## src/rtl/sds_pkg.sv

```systemverilog
package sds_pkg;

   localparam int CYL_BITS       = 16;
   localparam int DISK_BITS      = 17;
   localparam int TOTAL_BITS     = 22;
   localparam int ORDER_BITS     = 6;
   localparam int CSR_INDEX_BITS = 2;
   localparam int CSR_DATA_BITS  = 17;

   localparam logic [CSR_INDEX_BITS-1:0] CSR_DISK_CYLINDERS = 2'd0;
   localparam logic [CSR_INDEX_BITS-1:0] CSR_START_HEAD     = 2'd1;
   localparam logic [CSR_INDEX_BITS-1:0] CSR_SWEEP_UP       = 2'd2;

   localparam logic [DISK_BITS-1:0] DISK_CYLINDERS_RESET = 17'd65536;

   typedef enum logic [2:0] {
      ST_LOAD,
      ST_FIND,
      ST_SWEEP1,
      ST_EDGE,
      ST_SWEEP2
   } state_type;

   typedef enum logic [1:0] {
      EMIT_ASC,
      EMIT_DESC,
      EMIT_EDGE
   } emit_kind_type;

   typedef struct packed {
      logic          ins;
      logic          scan_init;
      logic          scan_step;
      logic          save_split;
      logic          emit;
      emit_kind_type emit_kind;
      logic          emit_last;
   } ctrl_cmd_type;

   typedef struct packed {
      logic ptr_at_count;
      logic ptr_zero;
      logic find_lt;
      logic asc_final;
      logic desc_final;
      logic split_zero;
      logic split_at_count;
      logic out_free;
      logic sweep_up;
   } dp_status_type;

endpackage

```

## src/rtl/scan_disk_scheduler.sv

```systemverilog
// Channel   Direction  Handshake             Payload
// req       in         req_valid/req_ready   req_cylinder, req_batch_last
// rsp       out        rsp_valid/rsp_ready   visit, distance, total, edge, order, ovf, last
// csr       in         csr_wen               csr_index, csr_wdata
//
// A request is stored by a sorted insert, so a batch loads at one item per cycle.
// The final item then starts a split search and, after an idle step at the end of the first
// sweep, n+1 results leave at one per cycle while rsp_ready holds.
// Results leave through a single output register; a stall holds the sequencer.
// Reset is synchronous; the request store is not cleared, only its count.
module scan_disk_scheduler #(
   parameter int MAX_REQUESTS = 32
) (
   input  logic                                  clock,
   input  logic                                  reset,
   input  logic                                  csr_wen,
   input  logic [sds_pkg::CSR_INDEX_BITS-1:0]    csr_index,
   input  logic [sds_pkg::CSR_DATA_BITS-1:0]     csr_wdata,
   input  logic                                  req_valid,
   output logic                                  req_ready,
   input  logic [sds_pkg::CYL_BITS-1:0]          req_cylinder,
   input  logic                                  req_batch_last,
   output logic                                  rsp_valid,
   input  logic                                  rsp_ready,
   output logic [sds_pkg::CYL_BITS-1:0]          rsp_visit_cylinder,
   output logic [sds_pkg::CYL_BITS-1:0]          rsp_seek_distance,
   output logic [sds_pkg::TOTAL_BITS-1:0]        rsp_running_total,
   output logic                                  rsp_end_sweep,
   output logic [sds_pkg::ORDER_BITS-1:0]        rsp_service_order,
   output logic                                  rsp_overflowed,
   output logic                                  rsp_result_last
);

   sds_pkg::ctrl_cmd_type  cmd;
   sds_pkg::dp_status_type status;

   sds_ctrl u_ctrl (
      .clock          (clock),
      .reset          (reset),
      .req_valid      (req_valid),
      .req_batch_last (req_batch_last),
      .req_ready      (req_ready),
      .status         (status),
      .cmd            (cmd)
   );

   sds_datapath #(
      .MAX_REQUESTS (MAX_REQUESTS)
   ) u_datapath (
      .clock              (clock),
      .reset              (reset),
      .csr_wen            (csr_wen),
      .csr_index          (csr_index),
      .csr_wdata          (csr_wdata),
      .req_cylinder       (req_cylinder),
      .rsp_ready          (rsp_ready),
      .rsp_valid          (rsp_valid),
      .rsp_visit_cylinder (rsp_visit_cylinder),
      .rsp_seek_distance  (rsp_seek_distance),
      .rsp_running_total  (rsp_running_total),
      .rsp_end_sweep      (rsp_end_sweep),
      .rsp_service_order  (rsp_service_order),
      .rsp_overflowed     (rsp_overflowed),
      .rsp_result_last    (rsp_result_last),
      .cmd                (cmd),
      .status             (status)
   );

endmodule

```

## src/rtl/sds_ctrl.sv

```systemverilog
module sds_ctrl (
   input  logic                  clock,
   input  logic                  reset,
   input  logic                  req_valid,
   input  logic                  req_batch_last,
   output logic                  req_ready,
   input  sds_pkg::dp_status_type status,
   output sds_pkg::ctrl_cmd_type  cmd
);

   sds_pkg::state_type state_ff, state_in;

   always_ff @(posedge clock) begin
      if (reset) begin
         state_ff <= sds_pkg::ST_LOAD;
      end else begin
         state_ff <= state_in;
      end
   end

   // next state
   always_comb begin
      state_in = state_ff;
      case (state_ff)
         sds_pkg::ST_LOAD: begin
            if (req_valid && req_batch_last) state_in = sds_pkg::ST_FIND;
         end
         sds_pkg::ST_FIND: begin
            if (status.ptr_at_count || !status.find_lt) state_in = sds_pkg::ST_SWEEP1;
         end
         sds_pkg::ST_SWEEP1: begin
            if (status.sweep_up ? status.ptr_at_count : status.ptr_zero) begin
               state_in = sds_pkg::ST_EDGE;
            end
         end
         sds_pkg::ST_EDGE: begin
            if (status.out_free) begin
               if (status.sweep_up ? status.split_zero : status.split_at_count) begin
                  state_in = sds_pkg::ST_LOAD;
               end else begin
                  state_in = sds_pkg::ST_SWEEP2;
               end
            end
         end
         sds_pkg::ST_SWEEP2: begin
            if (status.out_free &&
                (status.sweep_up ? status.desc_final : status.asc_final)) begin
               state_in = sds_pkg::ST_LOAD;
            end
         end
         default: state_in = sds_pkg::ST_LOAD;
      endcase
   end

   // outputs
   always_comb begin
      req_ready      = 1'b0;
      cmd            = '0;
      cmd.emit_kind  = sds_pkg::EMIT_ASC;
      case (state_ff)
         sds_pkg::ST_LOAD: begin
            req_ready     = 1'b1;
            cmd.ins       = req_valid;
            cmd.scan_init = req_valid && req_batch_last;
         end
         sds_pkg::ST_FIND: begin
            if (!status.ptr_at_count && status.find_lt) begin
               cmd.scan_step = 1'b1;
            end else begin
               cmd.save_split = 1'b1;
            end
         end
         sds_pkg::ST_SWEEP1: begin
            if (status.sweep_up) begin
               cmd.emit_kind = sds_pkg::EMIT_ASC;
               cmd.emit      = !status.ptr_at_count && status.out_free;
            end else begin
               cmd.emit_kind = sds_pkg::EMIT_DESC;
               cmd.emit      = !status.ptr_zero && status.out_free;
            end
         end
         sds_pkg::ST_EDGE: begin
            cmd.emit_kind = sds_pkg::EMIT_EDGE;
            cmd.emit      = status.out_free;
            cmd.emit_last = status.sweep_up ? status.split_zero : status.split_at_count;
         end
         sds_pkg::ST_SWEEP2: begin
            cmd.emit = status.out_free;
            if (status.sweep_up) begin
               cmd.emit_kind = sds_pkg::EMIT_DESC;
               cmd.emit_last = status.desc_final;
            end else begin
               cmd.emit_kind = sds_pkg::EMIT_ASC;
               cmd.emit_last = status.asc_final;
            end
         end
         default: begin
            req_ready = 1'b0;
         end
      endcase
   end

endmodule

```

## src/rtl/sds_datapath.sv

```systemverilog
module sds_datapath #(
   parameter int MAX_REQUESTS = 32
) (
   input  logic                                  clock,
   input  logic                                  reset,
   input  logic                                  csr_wen,
   input  logic [sds_pkg::CSR_INDEX_BITS-1:0]    csr_index,
   input  logic [sds_pkg::CSR_DATA_BITS-1:0]     csr_wdata,
   input  logic [sds_pkg::CYL_BITS-1:0]          req_cylinder,
   input  logic                                  rsp_ready,
   output logic                                  rsp_valid,
   output logic [sds_pkg::CYL_BITS-1:0]          rsp_visit_cylinder,
   output logic [sds_pkg::CYL_BITS-1:0]          rsp_seek_distance,
   output logic [sds_pkg::TOTAL_BITS-1:0]        rsp_running_total,
   output logic                                  rsp_end_sweep,
   output logic [sds_pkg::ORDER_BITS-1:0]        rsp_service_order,
   output logic                                  rsp_overflowed,
   output logic                                  rsp_result_last,
   input  sds_pkg::ctrl_cmd_type                  cmd,
   output sds_pkg::dp_status_type                 status
);

   localparam int CNT_W = $clog2(MAX_REQUESTS + 1);
   localparam int IDX_W = (MAX_REQUESTS > 1) ? $clog2(MAX_REQUESTS) : 1;
   localparam logic [CNT_W-1:0] CNT_MAX = CNT_W'(MAX_REQUESTS);
   localparam int CB = sds_pkg::CYL_BITS;
   localparam int TB = sds_pkg::TOTAL_BITS;

   logic [sds_pkg::DISK_BITS-1:0] disk_cyl_ff;
   logic [CB-1:0]                 start_ff;
   logic                          sweep_up_ff;

   logic [CB-1:0]    store_ff [MAX_REQUESTS];
   logic [CB-1:0]    store_in [MAX_REQUESTS];
   logic [MAX_REQUESTS-1:0] gt;
   logic [CNT_W-1:0] count_ff, ptr_ff, split_ff;
   logic             ovf_ff;
   logic [CB-1:0]    head_ff;
   logic [TB-1:0]    total_ff;
   logic [sds_pkg::ORDER_BITS-1:0] order_ff;
   logic             full;

   logic [CNT_W-1:0] rd_ptr;
   logic [CB-1:0]    rd_data;
   logic [CB-1:0]    edge_cyl;
   logic [CB-1:0]    emit_cyl;
   logic [CB-1:0]    emit_dist;
   logic [TB:0]      sum;
   logic [TB-1:0]    total_next;
   logic             out_free;

   always_ff @(posedge clock) begin
      if (reset) begin
         disk_cyl_ff <= sds_pkg::DISK_CYLINDERS_RESET;
         start_ff    <= '0;
         sweep_up_ff <= 1'b1;
      end else if (csr_wen) begin
         case (csr_index)
            sds_pkg::CSR_DISK_CYLINDERS: disk_cyl_ff <= csr_wdata;
            sds_pkg::CSR_START_HEAD:     start_ff    <= csr_wdata[CB-1:0];
            sds_pkg::CSR_SWEEP_UP:       sweep_up_ff <= csr_wdata[0];
            default: ;
         endcase
      end
   end

   assign full = (count_ff == CNT_MAX);

   // sorted insertion: each cell takes its left neighbor, the new value, or keeps
   always_comb begin
      for (int i = 0; i < MAX_REQUESTS; i++) begin
         gt[i] = (CNT_W'(i) < count_ff) && (store_ff[i] > req_cylinder);
      end
      for (int i = 0; i < MAX_REQUESTS; i++) begin
         if (i > 0 && gt[(i > 0) ? i - 1 : 0]) begin
            store_in[i] = store_ff[(i > 0) ? i - 1 : 0];
         end else if (gt[i] || (CNT_W'(i) == count_ff)) begin
            store_in[i] = req_cylinder;
         end else begin
            store_in[i] = store_ff[i];
         end
      end
   end

   always_ff @(posedge clock) begin
      if (cmd.ins && !full) begin
         for (int i = 0; i < MAX_REQUESTS; i++) begin
            store_ff[i] <= store_in[i];
         end
      end
   end

   assign rd_ptr  = (cmd.emit_kind == sds_pkg::EMIT_DESC) ? ptr_ff - CNT_W'(1) : ptr_ff;
   assign rd_data = store_ff[rd_ptr[IDX_W-1:0]];

   always_comb begin
      if (disk_cyl_ff == '0) begin
         edge_cyl = '0;
      end else if (disk_cyl_ff[sds_pkg::DISK_BITS-1]) begin
         edge_cyl = '1;
      end else begin
         edge_cyl = disk_cyl_ff[CB-1:0] - CB'(1);
      end
   end

   always_comb begin
      if (cmd.emit_kind == sds_pkg::EMIT_EDGE) begin
         emit_cyl = sweep_up_ff ? edge_cyl : '0;
      end else begin
         emit_cyl = rd_data;
      end
      emit_dist  = (emit_cyl >= head_ff) ? emit_cyl - head_ff : head_ff - emit_cyl;
      sum        = {1'b0, total_ff} + (TB + 1)'(emit_dist);
      total_next = sum[TB] ? '1 : sum[TB-1:0];
   end

   always_ff @(posedge clock) begin
      if (reset) begin
         count_ff <= '0;
         ovf_ff   <= 1'b0;
         ptr_ff   <= '0;
         split_ff <= '0;
         head_ff  <= '0;
         total_ff <= '0;
         order_ff <= '0;
      end else begin
         if (cmd.ins) begin
            if (full) ovf_ff <= 1'b1;
            else count_ff <= count_ff + CNT_W'(1);
         end
         if (cmd.scan_init) begin
            ptr_ff   <= '0;
            head_ff  <= start_ff;
            total_ff <= '0;
            order_ff <= '0;
         end
         if (cmd.scan_step) ptr_ff <= ptr_ff + CNT_W'(1);
         if (cmd.save_split) split_ff <= ptr_ff;
         if (cmd.emit) begin
            head_ff  <= emit_cyl;
            total_ff <= total_next;
            case (cmd.emit_kind)
               sds_pkg::EMIT_ASC: begin
                  ptr_ff   <= ptr_ff + CNT_W'(1);
                  order_ff <= order_ff + 1'b1;
               end
               sds_pkg::EMIT_DESC: begin
                  ptr_ff   <= ptr_ff - CNT_W'(1);
                  order_ff <= order_ff + 1'b1;
               end
               sds_pkg::EMIT_EDGE: ptr_ff <= split_ff;
               default: ;
            endcase
            if (cmd.emit_last) begin
               count_ff <= '0;
               ovf_ff   <= 1'b0;
               total_ff <= '0;
            end
         end
      end
   end

   // result register
   assign out_free = !rsp_valid || rsp_ready;

   always_ff @(posedge clock) begin
      if (reset) begin
         rsp_valid <= 1'b0;
      end else if (cmd.emit) begin
         rsp_valid <= 1'b1;
      end else if (rsp_ready) begin
         rsp_valid <= 1'b0;
      end
   end

   always_ff @(posedge clock) begin
      if (cmd.emit) begin
         rsp_visit_cylinder <= emit_cyl;
         rsp_seek_distance  <= emit_dist;
         rsp_running_total  <= total_next;
         rsp_end_sweep      <= (cmd.emit_kind == sds_pkg::EMIT_EDGE);
         rsp_service_order  <= (cmd.emit_kind == sds_pkg::EMIT_EDGE) ? '0 :
                               order_ff + 1'b1;
         rsp_overflowed     <= ovf_ff;
         rsp_result_last    <= cmd.emit_last;
      end
   end

   always_comb begin
      status.ptr_at_count   = (ptr_ff == count_ff);
      status.ptr_zero       = (ptr_ff == '0);
      status.find_lt        = (rd_data < start_ff);
      status.asc_final      = ((ptr_ff + CNT_W'(1)) == count_ff);
      status.desc_final     = (ptr_ff == CNT_W'(1));
      status.split_zero     = (split_ff == '0);
      status.split_at_count = (split_ff == count_ff);
      status.out_free       = out_free;
      status.sweep_up       = sweep_up_ff;
   end

   a_emit_free: assert property (@(posedge clock) disable iff (reset)
      cmd.emit |-> out_free)
      else $error("result issued while output register occupied");

   a_count_max: assert property (@(posedge clock) disable iff (reset)
      count_ff <= CNT_MAX)
      else $error("request count above capacity");

   a_batch_clear: assert property (@(posedge clock) disable iff (reset)
      cmd.emit && cmd.emit_last |=> count_ff == '0 && !ovf_ff && rsp_result_last)
      else $error("batch state not cleared after final result");

   a_no_ins_busy: assert property (@(posedge clock) disable iff (reset)
      cmd.emit |-> !cmd.ins)
      else $error("request stored during emission");

endmodule

```

## config.mk

```make
export PLATFORM = sky130hd
export DESIGN_NAME = scan_disk_scheduler
export DESIGN_NICKNAME = d
export VERILOG_FILES = /design/src/rtl/sds_pkg.sv /design/src/rtl/scan_disk_scheduler.sv /design/src/rtl/sds_ctrl.sv /design/src/rtl/sds_datapath.sv
export SDC_FILE = /design/constraint.sdc
export NUM_CORES = 2
export LEC_CHECK = 0
export BUFFER_PORTS_ARGS = -buffer_cell sky130_fd_sc_hd__buf_2
export CAP_MARGIN = 20
export CORE_MARGIN = 2
export CORE_UTILIZATION = 30
export DETAILED_ROUTE_END_ITERATION = 7
export MAX_ROUTING_LAYER = met4
export PLACE_DENSITY = 0.52
export REMOVE_ABC_BUFFERS = 1
export SLEW_MARGIN = 20
export SYNTH_ARGS = -nofsm -noshare
export SYNTH_HDL_FRONTEND = slang
export SYNTH_HIERARCHICAL = 1
export SYNTH_SLANG_ARGS = --single-unit
```

## constraint.sdc

```tcl
create_clock -name clock -period 14.5 [get_ports clock]
set_clock_uncertainty 0.2 [all_clocks]
set_input_delay 1.45 -clock clock [delete_from_list [all_inputs] [get_ports clock]]
set_output_delay 1.45 -clock clock [all_outputs]
set_load 0.02 [all_outputs]
```

==> results.tsv <==
stage	metric	value	unit
min_path	hold_depth	2	
min_path	min_path_type	flop to flop	
sta	hold_viol	0	
clock_tree	cts-root-buf	clkbuf_16	
synthesis	mappedNetlistArea	0.04734	mm²
floorplanning	core-area	0.1564	mm²
sta	worst_pin_slew	1.078	ns
worst_setup_path	required	14.74	ns
clock_tree	cts_tree	yes	
global_routing	globalRoute.totalOverflow	0	
route	totalWireLength	173700	µm
sta	slew_headroom	28.16	%
worst_setup_path	cp.depth	32	
floorplanning	row_count	145	
synthesis	synth_area_leader_cell	edfxtp_1	
route	wl_per_cell	27.57	µm
power_and_ir_drop	p_per_area	192.9	mW/mm²
synthesis	synth_top_cell_area_share	36.47	%
floorplanning	die_area	0.1610	mm²
worst_setup_path	arrival	11.65	ns
global_routing	grt_usage	21.67	%
route	first_iter_violations	3262	
run_status	status	complete, no violations	
power_and_ir_drop	netSwitchingFraction	42.93	%
power_and_ir_drop	clkPwrFrac	20.6	%
sta	fin_crit_sh	78.70	%
worst_setup_path	cpLargestDelayFamily	compound AO/OA/AOI/OAI gates	
route	vias	35960	
global_routing	grt_max_degree	73	
synthesis	ys_ff_latch	676	
clock_tree	ctsHoldBuffers	0	
place	routabilityCongestion	0.9176	
floorplanning	die_w	401.3	µm
run	max_cap_violations	0	
worst_setup_path	critPathMaxFanout	44	
finish	fillers	15530	
sta	final-max-slew-violation-count	0	
clock_tree	cts_buffers	81	
clock_tree	clkSinkCount	676	
place	dpl_cell_area	0.05065	mm²
power_and_ir_drop	power.switching	4422	µW
finish	drive_above_1_share	22.59	%
sta	setup_violations	0	
floorplanning	fp.dieH	401.3	µm
synthesis	yosys_warnings	6	
worst_setup_path	crit_path_end_kind	flop	
synthesis	synth_ff_type	edfxtp_1	
global_routing	antenna_found_initial	11	
finish	fin_nets	4803	
route	via_per_inst	5.707	
finish	area_delta_synth_final	12.80	%
power_and_ir_drop	power.internal	5878	µW
finish	postLayoutCellArea	0.05341	mm²
worst_setup_path	crit_type	flop to flop	
clock_tree	ctsHtreeMaxLevel	3	
clock_tree	clk_pin_slew	0.06	ns
route	dr.pass1.iters	6	
synthesis	synth_cell_types	81	
floorplanning	initial_core_util	30.27	%
global_routing	grt_pass1_vias	35100	
worst_setup_path	worst_path_max_delay_cell	ha_4	
synthesis	synth_area_leaders	edfxtp_1 36%, ha_1 15%, mux2_2 10%	
worst_setup_path	cp_num_buf_inv	5	
sta	maxClockFrequency	87.64	MHz
sta	period_needed	11.41	ns
synthesis	synth_edf_count	575	
sta	timing.hold.ws	0.2693	ns
power_and_ir_drop	power_frac_seq	25.8	%
clock_tree	clock_path_buffers	3	
worst_setup_path	slowest_delay	0.83	ns
floorplanning	io_pins	106	
synthesis	syn_inst	4072	
finish	layout_commonest_cell	ha_1	
clock_tree	cts_resized	0	
route	ant_nets	0	
clock_tree	cts_setup_buffers	0	
global_routing	grt_pass1_wl	251300	µm
route	drc	0	
power_and_ir_drop	irDropWorstVdd	194.4	µV
place	io_buffers	105	
power_and_ir_drop	power_frac_comb	53.6	%
power_and_ir_drop	p_leak	0.02079	µW
place	dpl.hpwl	123400	µm
synthesis	ys_seq_area_share	40.74	%
worst_setup_path	start_kind	flop	
clock_tree	insertion_delay	0.72	ns
finish	final_cell_mix	584 x ha_1, 575 x edfxtp_1, 422 x mux2_2	
sta	grt_setup_unrepaired	no	
synthesis	syn_area_per_cell	11.63	µm²
synthesis	async_flop_share	0	%
worst_setup_path	reg2reg_depth	32	
==> per-stage QoR <==
| stage | power, µW | setup WS (ns) | utilization (%) | setup TNS [ns] | cells |
|---|---|---|---|---|---|
| finish | 10300 | 3.089 | 34.15 | 0 | 6301 |
| global route | 10940 | 2.329 | 34.15 | 0 | 6301 |
| CTS | 10310 | 3.132 | 34.11 | 0 | 6297 |
| detailed placement | 8170 | 3.156 | 32.39 | 0 | 6148 |
| global placement | 8102 | 3.306 | 32.37 | 0 | 6148 |
| floorplan | 6695 | -1.863 | - | -74.90 | 3874 |
==> final timing paths <==
check	start	end	slack, ns
worst max-delay path	u_ctrl/state_ff[1]$_SDFFE_PP0P_	u_datapath/rsp_running_total[21]$_DFFE_PP_	3.09
worst min-delay path	u_datapath/start_ff[8]$_SDFFE_PP0P_	u_datapath/start_ff[8]$_SDFFE_PP0P_	0.27
worst max register to register	u_ctrl/state_ff[1]$_SDFFE_PP0P_	u_datapath/rsp_running_total[21]$_DFFE_PP_	3.09
worst min register to register	u_datapath/start_ff[8]$_SDFFE_PP0P_	u_datapath/start_ff[8]$_SDFFE_PP0P_	0.27
==> worst min-delay path, cell delays in order, from the launching register on <==
cell     delay (ns)
dfxtp_1        0.32
nand2_1        0.05
a21oi_1        0.05
==> metal layers <==
layer / up-vias / wire length [µm] / track usage, %
met5: - / 0 / -
met4: 0 / 8576 / 9.242
met3: 352 / 11460 / 3.469
met2: 1451 / 77940 / 33.27
met1: 18140 / 75740 / 28.27
li1: 16020 / - / -
==> cells by family after synthesis <==
logic type | after synthesis | synth area share [%]
DFF | 676 | 40.74
adders and majority gates | 588 | 15.59
xor gates and xnor gates | 70 | 1.311
AOI/OAI and AO/OA | 910 | 12.08
buffers and inverters | 341 | 3.031
and+or+nand+nor | 819 | 8.558
muxes | 668 | 18.69
==> cell usage after synthesis, types with 7 or more instances <==
master / count
ha_1: 585
edfxtp_1: 575
mux2_2: 422
nand2_1: 259
o21ai_0: 241
a21oi_1: 230
inv_1: 142
a21o_1: 141
nor2_1: 141
clkbuf_1: 137
mux4_2: 128
nand4_1: 121
mux2i_1: 116
dfxtp_1: 101
nor2b_1: 66
o21a_1: 64
nand3_1: 60
nor3_1: 45
a31oi_1: 42
nand2b_1: 38
xnor2_1: 35
xor2_1: 34
o211ai_1: 33
buf_2: 25
a211oi_1: 22
a22o_1: 21
nor4_1: 18
buf_1: 17
and2_1: 14
buf_6: 14
and3_1: 13
o21ai_1: 13
or2_2: 12
a211o_1: 9
a221oi_1: 8
or3_1: 8
a21boi_0: 7
o22ai_1: 7
==> power by group through the flow <==
stage               Sequential (µW)  Combinational (µW)  Clock [µW]
floorplan                      2750                3950           0
global placement               2700                5410           0
detailed placement             2690                5480           0
CTS                            2650                5500        2170
global route                   2670                6040        2230
finish                         2650                5520        2130
==> area by class of cell <==
type	instances	area, µm²	share of cell area [%]
Clock inverter	39	431.7	0.8083
Inverter	143	536.8	1.005
Timing Repair Buffer	217	1389	2.601
Antenna cell	3	7.507	0.01406
Tap cell	2058	2575	4.822
Clock buffer	110	2251	4.215
Sequential cell	676	19290	36.12
Multi-Input combinational cell	3055	26930	50.42
==> state kept, by name (all words and copies together) (netlist names), 3 cells and up <==
register	cells
u_ctrl/state_ff	3
u_datapath/count_ff	6
u_datapath/disk_cyl_ff	17
u_datapath/head_ff	16
u_datapath/order_ff	6
u_datapath/ptr_ff	6
u_datapath/rsp_running_total	22
u_datapath/rsp_seek_distance	16
u_datapath/rsp_service_order	6
u_datapath/rsp_visit_cylinder	16
u_datapath/split_ff	6
u_datapath/start_ff	16
u_datapath/store_ff	512
u_datapath/total_ff	22
Power figures use the tool's default switching activity.
